**config.mk**
```make
export PLATFORM = sky130hd
export DESIGN_NAME = hsv_to_rgb_converter_flat
export DESIGN_NICKNAME = d
export VERILOG_FILES = /design/src/hdl/hsv_pkg.sv /design/src/hdl/hsv_stream_if.sv /design/src/hdl/hsv_tsel.sv /design/src/hdl/hsv_to_rgb_converter.sv /design/src/flat_wrapper.sv
export SDC_FILE = /design/constraint.sdc
export NUM_CORES = 2
export LEC_CHECK = 0
export BUFFER_PORTS_ARGS = -buffer_cell sky130_fd_sc_hd__buf_4
export CAP_MARGIN = 40
export CORE_MARGIN = 3
export CORE_UTILIZATION = 45
export DETAILED_ROUTE_END_ITERATION = 16
export GPL_TIMING_DRIVEN = 0
export PLACE_DENSITY = 0.66
export SYNTH_ARGS = -nofsm -noshare
export SYNTH_HDL_FRONTEND = slang
export SYNTH_SLANG_ARGS = --single-unit
```
**constraint.sdc**
```tcl
create_clock -name i_clk -period 7.4 [get_ports i_clk]
set_input_delay 0.37 -clock i_clk [delete_from_list [all_inputs] [get_ports i_clk]]
set_output_delay 0.37 -clock i_clk [all_outputs]
set_load 0.02 [all_outputs]
```
**src/hdl/hsv_pkg.sv**
```systemverilog
// Package: constants and types shared by the HSV to RGB converter files.
package hsv_pkg;

    localparam int FRAC_BITS   = 8;
    localparam int HUE_W       = 16;
    localparam int SAT_W       = 10;
    localparam int VAL_W       = 10;
    localparam int CHAN_W      = 8;

    // Hue reduction: add a multiple of 360 so the angle is positive, then
    // take the quotient by 360 through a reciprocal multiply.
    localparam int HUE_EXT_W   = HUE_W + 1;
    localparam int DEG_FULL    = 360;
    localparam int DEG_SECTOR  = 60;
    localparam int HUE_OFFSET  = DEG_FULL * 92;
    localparam int RECIP_W     = 16;
    localparam int RECIP_SHIFT = 24;
    localparam int RECIP_360   = (1 << RECIP_SHIFT) / DEG_FULL;
    localparam int QUOT_W      = 8;
    localparam int HUE_RED_W   = 9;
    localparam int REM_W       = 6;

    // Pipeline depth from input register to output register.
    localparam int N_STG       = 6;

    typedef enum logic [2:0] {
        SEC_RED_YEL = 3'd0,
        SEC_YEL_GRN = 3'd1,
        SEC_GRN_CYN = 3'd2,
        SEC_CYN_BLU = 3'd3,
        SEC_BLU_MAG = 3'd4,
        SEC_MAG_RED = 3'd5
    } t_sector;

endpackage

```
**src/hdl/hsv_stream_if.sv**
```systemverilog
// Interfaces: valid/ready stream channels for HSV input and RGB output.
interface hsv_in_if;
    logic                                valid;
    logic                                ready;
    logic signed [hsv_pkg::HUE_W-1:0]    hue_deg;
    logic signed [hsv_pkg::SAT_W-1:0]    saturation;
    logic signed [hsv_pkg::VAL_W-1:0]    brightness;

    modport source (output valid, output hue_deg, output saturation, output brightness,
                    input ready);
    modport sink   (input valid, input hue_deg, input saturation, input brightness,
                    output ready);
endinterface

interface hsv_out_if;
    logic                                valid;
    logic                                ready;
    logic [hsv_pkg::CHAN_W-1:0]          red;
    logic [hsv_pkg::CHAN_W-1:0]          green;
    logic [hsv_pkg::CHAN_W-1:0]          blue;

    modport source (output valid, output red, output green, output blue, input ready);
    modport sink   (input valid, input red, input green, input blue, output ready);
endinterface

```
**src/hdl/hsv_tsel.sv**
```systemverilog
// Channel term generation: p, q, t and value terms, routed by hue sector.
module hsv_tsel #(
    parameter int FRAC_BITS = hsv_pkg::FRAC_BITS
) (
    input  hsv_pkg::t_sector               i_sector,
    input  logic [hsv_pkg::REM_W-1:0]      i_rem,
    input  logic [FRAC_BITS:0]             i_sat,
    output logic [FRAC_BITS+5:0]           o_t_red,
    output logic [FRAC_BITS+5:0]           o_t_green,
    output logic [FRAC_BITS+5:0]           o_t_blue
);
    localparam int TW = FRAC_BITS + 6;

    logic [TW-1:0] one_w;
    logic [TW-1:0] full_w;
    logic [TW-1:0] sat_w;
    logic [TW-1:0] x_val;
    logic [TW-1:0] x_p;
    logic [TW-1:0] x_q;
    logic [TW-1:0] x_t;
    logic [hsv_pkg::REM_W-1:0] rem_c;

    always_comb begin
        one_w  = TW'(1) << FRAC_BITS;
        full_w = TW'(hsv_pkg::DEG_SECTOR) << FRAC_BITS;
        sat_w  = TW'(i_sat);
        rem_c  = hsv_pkg::REM_W'(hsv_pkg::DEG_SECTOR) - i_rem;
        x_val  = full_w;
        x_p    = TW'(hsv_pkg::DEG_SECTOR) * (one_w - sat_w);
        x_q    = full_w - sat_w * TW'(i_rem);
        x_t    = full_w - sat_w * TW'(rem_c);
    end

    always_comb begin
        unique case (i_sector)
            hsv_pkg::SEC_YEL_GRN: begin
                o_t_red = x_q;   o_t_green = x_val; o_t_blue = x_p;
            end
            hsv_pkg::SEC_GRN_CYN: begin
                o_t_red = x_p;   o_t_green = x_val; o_t_blue = x_t;
            end
            hsv_pkg::SEC_CYN_BLU: begin
                o_t_red = x_p;   o_t_green = x_q;   o_t_blue = x_val;
            end
            hsv_pkg::SEC_BLU_MAG: begin
                o_t_red = x_t;   o_t_green = x_p;   o_t_blue = x_val;
            end
            hsv_pkg::SEC_MAG_RED: begin
                o_t_red = x_val; o_t_green = x_p;   o_t_blue = x_q;
            end
            default: begin
                o_t_red = x_val; o_t_green = x_t;   o_t_blue = x_p;
            end
        endcase
    end
endmodule

```
**src/hdl/hsv_to_rgb_converter.sv**
```systemverilog
// Top level: six-stage pipelined HSV to 8-bit RGB converter.
//
//  channel  dir  modport  beat payload
//  i_pix    in   sink     hue_deg[15:0] s, saturation[9:0] s, brightness[9:0] s
//  o_pix    out  source   red[7:0], green[7:0], blue[7:0]
//
// One beat per clock sustained while o_pix.ready stays high; each beat passes
// through the six register stages (reciprocal multiply, remainder fix,
// sector split, term generation, value multiply, scale) to the output.
// Reset (i_rst_n low, synchronous) clears only the stage valid bits.
// Each stage advances when it is empty or the stage after it advances, so
// bubbles close up and the input keeps accepting while a result waits,
// until all six stages hold a beat; then i_pix.ready drops with o_pix.ready.
module hsv_to_rgb_converter #(
    parameter int FRAC_BITS = hsv_pkg::FRAC_BITS
) (
    input  logic        i_clk,
    input  logic        i_rst_n,
    hsv_in_if.sink      i_pix,
    hsv_out_if.source   o_pix
);
    localparam int NS  = hsv_pkg::N_STG;
    localparam int W1  = FRAC_BITS + 1;          // 0..ONE
    localparam int TW  = FRAC_BITS + 6;          // up to 60*ONE
    localparam int XW  = 2 * FRAC_BITS + 7;      // up to 60*ONE*ONE
    localparam int YW  = XW + 5;                 // times 17
    localparam int UW  = (W1 > hsv_pkg::SAT_W - 1) ? W1 : hsv_pkg::SAT_W - 1;
    localparam int HW  = hsv_pkg::HUE_EXT_W;
    localparam int PW  = HW + hsv_pkg::RECIP_W;
    localparam int CW  = hsv_pkg::CHAN_W;
    localparam int SH  = 2 * FRAC_BITS + 2;      // 255/60 = 17/4

    // stage valid bits and advance enables
    logic [NS-1:0] r_vld;
    logic [NS-1:0] en;

    always_comb begin
        en[NS-1] = !r_vld[NS-1] || o_pix.ready;
        for (int k = NS - 2; k >= 0; k--) begin
            en[k] = !r_vld[k] || en[k+1];
        end
    end

    assign i_pix.ready = en[0];

    always_ff @(posedge i_clk) begin
        if (!i_rst_n) begin
            r_vld <= '0;
        end else begin
            if (en[0]) r_vld[0] <= i_pix.valid;
            for (int k = 1; k < NS; k++) begin
                if (en[k]) r_vld[k] <= r_vld[k-1];
            end
        end
    end

    // clamp of a signed fraction field to 0..ONE
    function automatic logic [W1-1:0] clamp_unit(input logic [hsv_pkg::SAT_W-1:0] x);
        logic [UW-1:0] ux;
        logic [UW-1:0] one_u;
        ux    = UW'(x[hsv_pkg::SAT_W-2:0]);
        one_u = UW'(1) << FRAC_BITS;
        if (x[hsv_pkg::SAT_W-1])  clamp_unit = '0;
        else if (ux > one_u)      clamp_unit = W1'(one_u);
        else                      clamp_unit = W1'(ux);
    endfunction

    // ---- stage 1: offset hue positive, reciprocal multiply, clamp S and V
    logic [HW-1:0]  n_u;
    logic [PW-1:0]  n_prod;
    logic [HW-1:0]  r_u1;
    logic [hsv_pkg::QUOT_W-1:0] r_q1;
    logic [W1-1:0]  r_s1, r_v1;

    always_comb begin
        n_u    = {i_pix.hue_deg[hsv_pkg::HUE_W-1], i_pix.hue_deg}
                 + HW'(hsv_pkg::HUE_OFFSET);
        n_prod = PW'(n_u) * PW'(hsv_pkg::RECIP_360);
    end

    always_ff @(posedge i_clk) begin
        if (en[0]) begin
            r_u1 <= n_u;
            r_q1 <= n_prod[hsv_pkg::RECIP_SHIFT +: hsv_pkg::QUOT_W];
            r_s1 <= clamp_unit(i_pix.saturation);
            r_v1 <= clamp_unit(i_pix.brightness);
        end
    end

    // ---- stage 2: remainder mod 360; quotient may be one short
    logic [HW-1:0]  n_rem;
    logic [hsv_pkg::HUE_RED_W-1:0] n_hr;
    logic [hsv_pkg::HUE_RED_W-1:0] r_hr2;
    logic [W1-1:0]  r_s2, r_v2;

    always_comb begin
        n_rem = r_u1 - HW'(r_q1) * HW'(hsv_pkg::DEG_FULL);
        if (n_rem >= HW'(hsv_pkg::DEG_FULL))
            n_hr = hsv_pkg::HUE_RED_W'(n_rem - HW'(hsv_pkg::DEG_FULL));
        else
            n_hr = hsv_pkg::HUE_RED_W'(n_rem);
    end

    always_ff @(posedge i_clk) begin
        if (en[1]) begin
            r_hr2 <= n_hr;
            r_s2  <= r_s1;
            r_v2  <= r_v1;
        end
    end

    // ---- stage 3: sector and remainder within sector
    localparam int HRW = hsv_pkg::HUE_RED_W;
    hsv_pkg::t_sector n_sec;
    logic [HRW-1:0] n_base;
    hsv_pkg::t_sector r_sec3;
    logic [hsv_pkg::REM_W-1:0] r_rem3;
    logic [W1-1:0]  r_s3, r_v3;

    always_comb begin
        if (r_hr2 >= HRW'(5 * hsv_pkg::DEG_SECTOR)) begin
            n_sec = hsv_pkg::SEC_MAG_RED; n_base = HRW'(5 * hsv_pkg::DEG_SECTOR);
        end else if (r_hr2 >= HRW'(4 * hsv_pkg::DEG_SECTOR)) begin
            n_sec = hsv_pkg::SEC_BLU_MAG; n_base = HRW'(4 * hsv_pkg::DEG_SECTOR);
        end else if (r_hr2 >= HRW'(3 * hsv_pkg::DEG_SECTOR)) begin
            n_sec = hsv_pkg::SEC_CYN_BLU; n_base = HRW'(3 * hsv_pkg::DEG_SECTOR);
        end else if (r_hr2 >= HRW'(2 * hsv_pkg::DEG_SECTOR)) begin
            n_sec = hsv_pkg::SEC_GRN_CYN; n_base = HRW'(2 * hsv_pkg::DEG_SECTOR);
        end else if (r_hr2 >= HRW'(hsv_pkg::DEG_SECTOR)) begin
            n_sec = hsv_pkg::SEC_YEL_GRN; n_base = HRW'(hsv_pkg::DEG_SECTOR);
        end else begin
            n_sec = hsv_pkg::SEC_RED_YEL; n_base = '0;
        end
    end

    always_ff @(posedge i_clk) begin
        if (en[2]) begin
            r_sec3 <= n_sec;
            r_rem3 <= hsv_pkg::REM_W'(r_hr2 - n_base);
            r_s3   <= r_s2;
            r_v3   <= r_v2;
        end
    end

    // ---- stage 4: p/q/t/value terms, routed to channels
    logic [TW-1:0] n_tr, n_tg, n_tb;
    logic [TW-1:0] r_tr4, r_tg4, r_tb4;
    logic [W1-1:0] r_v4;

    hsv_tsel #(
        .FRAC_BITS (FRAC_BITS)
    ) u_tsel (
        .i_sector  (r_sec3),
        .i_rem     (r_rem3),
        .i_sat     (r_s3),
        .o_t_red   (n_tr),
        .o_t_green (n_tg),
        .o_t_blue  (n_tb)
    );

    always_ff @(posedge i_clk) begin
        if (en[3]) begin
            r_tr4 <= n_tr;
            r_tg4 <= n_tg;
            r_tb4 <= n_tb;
            r_v4  <= r_v3;
        end
    end

    // ---- stage 5: multiply by value; result is a multiple of 1/(60*ONE*ONE)
    logic [XW-1:0] r_xr5, r_xg5, r_xb5;

    always_ff @(posedge i_clk) begin
        if (en[4]) begin
            r_xr5 <= XW'(r_v4) * XW'(r_tr4);
            r_xg5 <= XW'(r_v4) * XW'(r_tg4);
            r_xb5 <= XW'(r_v4) * XW'(r_tb4);
        end
    end

    // ---- stage 6: floor(x*255/(60*ONE*ONE)) = (x*17) >> (2F+2)
    logic [YW-1:0] n_yr, n_yg, n_yb;
    logic [CW-1:0] r_red, r_green, r_blue;

    always_comb begin
        n_yr = (YW'(r_xr5) << 4) + YW'(r_xr5);
        n_yg = (YW'(r_xg5) << 4) + YW'(r_xg5);
        n_yb = (YW'(r_xb5) << 4) + YW'(r_xb5);
    end

    always_ff @(posedge i_clk) begin
        if (en[5]) begin
            r_red   <= n_yr[SH +: CW];
            r_green <= n_yg[SH +: CW];
            r_blue  <= n_yb[SH +: CW];
        end
    end

    assign o_pix.valid = r_vld[NS-1];
    assign o_pix.red   = r_red;
    assign o_pix.green = r_green;
    assign o_pix.blue  = r_blue;
endmodule

```
**src/flat_wrapper.sv**
```systemverilog
// flat-port wrapper written by rule: the top's interface ports become plain ports
module hsv_to_rgb_converter_flat 
#(
    parameter int FRAC_BITS = hsv_pkg::FRAC_BITS
)
  (i_clk, i_rst_n, i_pix_valid, i_pix_hue_deg, i_pix_saturation, i_pix_brightness, i_pix_ready, o_pix_valid, o_pix_red, o_pix_green, o_pix_blue, o_pix_ready);
  hsv_in_if i_pix_i ();
  hsv_out_if o_pix_i ();
  input  logic i_clk;
  input  logic i_rst_n;
  input wire logic [$bits(i_pix_i.valid)-1:0] i_pix_valid;
  input wire logic [$bits(i_pix_i.hue_deg)-1:0] i_pix_hue_deg;
  input wire logic [$bits(i_pix_i.saturation)-1:0] i_pix_saturation;
  input wire logic [$bits(i_pix_i.brightness)-1:0] i_pix_brightness;
  output wire logic [$bits(i_pix_i.ready)-1:0] i_pix_ready;
  output wire logic [$bits(o_pix_i.valid)-1:0] o_pix_valid;
  output wire logic [$bits(o_pix_i.red)-1:0] o_pix_red;
  output wire logic [$bits(o_pix_i.green)-1:0] o_pix_green;
  output wire logic [$bits(o_pix_i.blue)-1:0] o_pix_blue;
  input wire logic [$bits(o_pix_i.ready)-1:0] o_pix_ready;
  assign i_pix_i.valid = i_pix_valid;
  assign i_pix_i.hue_deg = i_pix_hue_deg;
  assign i_pix_i.saturation = i_pix_saturation;
  assign i_pix_i.brightness = i_pix_brightness;
  assign i_pix_ready = i_pix_i.ready;
  assign o_pix_valid = o_pix_i.valid;
  assign o_pix_red = o_pix_i.red;
  assign o_pix_green = o_pix_i.green;
  assign o_pix_blue = o_pix_i.blue;
  assign o_pix_i.ready = o_pix_ready;
  hsv_to_rgb_converter #(.FRAC_BITS(FRAC_BITS)) u_core (.i_clk(i_clk), .i_rst_n(i_rst_n), .i_pix(i_pix_i), .o_pix(o_pix_i));
endmodule
```
==> flow_metrics.tcl <==
set metrics [dict create \
    synthCells 3186 \
    p_switching_mw 7.180 \
    synthSimpleGateAreaFrac 0.1323 \
    firstDrtPassIters 6 \
    status "finished clean" \
    comb_power_share 0.741 \
    grt_pass1_wl_microns 114000 \
    drive_gt1_frac 0.04377 \
    crit_required_ns 7.66 \
    fmax_mhz 151.8 \
    yosys_warnings 0 \
    relSlewSlack 0.4757 \
    clock_sinks 247 \
    leakagePower_nw 16.55 \
    ctsLongestPathBuffers 3 \
    viasPerCell 5.120 \
    gp_congestion 0.9183 \
    switching_share 0.4861 \
    drc 0 \
    yosys.cell_types.count 80 \
    initial_core_util 0.4580 \
    pre_cts_slack_ns 0.3695 \
    dieHeight_microns 271.1 \
    clk_pin_slew_worst_paths_ns 0.06 \
    holdWs_ns 0.07806 \
    cp-start-kind "flop" \
    detail-route-antenna-nets 0 \
    vdd_drop_max_mv 0.6218 \
    drv_slew 0 \
    hpwl_microns 55850 \
    grt_pass1_vias 22520 \
    clock_latency_ns 0.56 \
    ys_ff_latch 247 \
    vias 21740 \
    cts_buffers 27 \
    n_fill_cell 6370 \
    grt_use_total 0.1896 \
    grt_max_degree 70 \
    synth_compound_area_frac 0.07962 \
    hold_viol 0 \
    portBuffers 65 \
    synth_fa_ha_area_frac 0.4272 \
    multi_input_area_sq_um 21610 \
    cts_root_buf "clkbuf_16" \
    antenna_found_initial 1 \
    power.internal_mw 7.591 \
    arrival_ns 6.85 \
    dieArea_sq_um 73520 \
    grt_setup_unrepaired "false" \
    synthMuxAreaShare 0.0006328 \
    grt_use_met3 0.01838 \
    layout_commonest_cell "inv_1" \
    syn-num-nets 4059 \
    regArea_sq_um 7357 \
    fin_crit_ns 6.587 \
    p_clk_frac 0.092 \
    cap_violations 0 \
    nets 4166 \
    rows 96 \
    worst-path-max-fanout 10 \
    period_share 0.8901 \
    cts_hold_buf 0 \
    finalSetupTns_ns 0 \
    seq_area_frac_synth 0.2326 \
    power_density_nw_per_um2 429.4 \
    skew_ns 0.02910 \
    use_met2 0.3215 \
    synthesis.area_sq_um 31640 \
    worstMarginPinSlew_ns 0.7864 \
    top_usage_layer "met2" \
    drt_iter0_drc 1254 \
    synth_xor_area_frac 0.04291 \
    area_delta_synth_final_pct 8.733 \
    critical_path_class "flop to flop" \
    async_flop_share 0 \
    worstSetupEndpointType "flop" \
    final-setup-viol-count 0 \
    routed_wirelength_microns 67670 \
    h-tree-depth 1 \
    io_pins 66 \
    met1_usage 0.2592 \
    final_cell_mix "618 x inv_1, 421 x ha_1, 412 x fa_1, 352 x nand2_1, 241 x edfxtp_1" \
    avgSynthCellArea_sq_um 9.929 \
    synth_edf_count 241 \
    seq_power_share 0.167 \
    wl_per_cell_microns 15.94 \
    cts_setup_buffers 0 \
    fin_ws_ns 0.8131 \
    chipWidth_microns 271.1 \
    min_path_type "primary input to flop" \
    synth-main-ff-cell "edfxtp_1" \
    cts-resized-gates 0 \
    cts_tree "built" \
    synth_top_family_by_area "adder cells" \
    grt_remaining_overflow 0 \
    core_sq_um 69070 \
]
==> cell usage after synthesis, types with 18 or more instances <==
cell,n,area [sq um]
inv_1,619,2323
ha_1,421,5268
fa_1,412,8248
nand2_1,353,1325
edfxtp_1,241,7237
and2_1,227,1420
xnor2_1,113,989.7
nor2_1,104,390.4
a21oi_1,100,500.5
o21ai_0,85,425.4
clkbuf_1,77,289.0
xor2_1,42,367.9
nor3_1,38,190.2
nand3_1,29,145.1
nor2b_1,28,175.2
a21o_1,27,202.7
o21a_1,26,195.2
nand2b_1,18,112.6
==> final cells by class <==
class | count | area share
diodes | 2 | 0.0001455
plain buffers | 93 | 0.01015
clock buffers | 29 | 0.01986
clock inverters | 20 | 0.006184
inverters | 621 | 0.06777
multi-input cells | 2225 | 0.6283
flip-flops and latches | 247 | 0.2139
well taps | 931 | 0.03386
repair buffers | 78 | 0.01990
==> critical path: stages, from the launching register on <==
cell	delay (ns)
edfxtp_1	0.36
clkbuf_1	0.26
inv_1	0.23
ha_1	0.22
nor2_1	0.06
xnor2_1	0.58
nand2_1	0.16
fa_1	0.53
inv_1	0.05
fa_1	0.50
fa_1	0.54
inv_1	0.04
ha_1	0.29
ha_1	0.33
nor2b_1	0.16
o41ai_1	0.46
o21ai_0	0.25
o41a_1	0.37
xnor2_1	0.58
o21a_1	0.18
o21ai_0	0.15
==> registers in the layout (all words and copies together), names as in the netlist, 8 cells and up <==
signal	cells
u_core.o_pix.red	8
u_core.r_s1	9
u_core.r_tb4	14
u_core.o_pix.green	8
u_core.r_v2	9
u_core.r_xg5	23
u_core.r_s3	9
u_core.r_u1	17
u_core.r_hr2	9
u_core.r_xb5	23
u_core.r_v4	9
u_core.r_xr5	23
u_core.r_v1	9
u_core.r_tg4	14
u_core.r_q1	8
u_core.r_tr4	14
u_core.r_v3	9
u_core.r_s2	9
u_core.o_pix.blue	8
==> power by group through the flow <==
stage	logic, mW	registers [mW]	clock network, mW
final	10.9	2.47	1.36
after global routing	12.5	2.52	1.46
after CTS	11.0	2.47	1.40
after detailed placement	10.9	2.50	0
after global placement	10.7	2.50	0
after floorplan	8.35	2.47	0
==> cells by family after synthesis <==
kind of cell    count (synthesis)
simple gates                  857
xor+xnor                      155
mux                             2
fa+ha+maj                     833
buf+inv                       714
flops                         247
compound gates                378
==> final timing paths <==
path | startpoint | endpoint | slack [ns] | cells after the start
min reg2reg | u_core.r_v3[0] | u_core.r_v4[0] | 0.42 | 0
max | u_core.r_rem3[1] | u_core.r_tg4[13] | 0.81 | 20
max reg2reg | u_core.r_rem3[1] | u_core.r_tg4[13] | 0.81 | 20
min | i_pix_hue_deg[3] | u_core.r_u1[3] | 0.08 | 1
==> stage by stage <==
stage	power (mW)	util	cells	instance area [sq um]
global route	16.50	0.4980	4244	34390
floorplan	10.82	-	3186	31640
finish	14.77	0.4980	4246	34400
detailed placement	13.37	0.4850	4195	33500
global placement	13.23	0.4820	4182	33290
CTS	14.84	0.4980	4244	34390
==> routing by layer <==
layer,up-vias,wire length [microns]
met4,0,2103
met1,10560,30430
li1,10500,-
met2,559,31920
met5,-,0
met3,120,3215
Note: power is estimated with default switching activity, not from simulation.
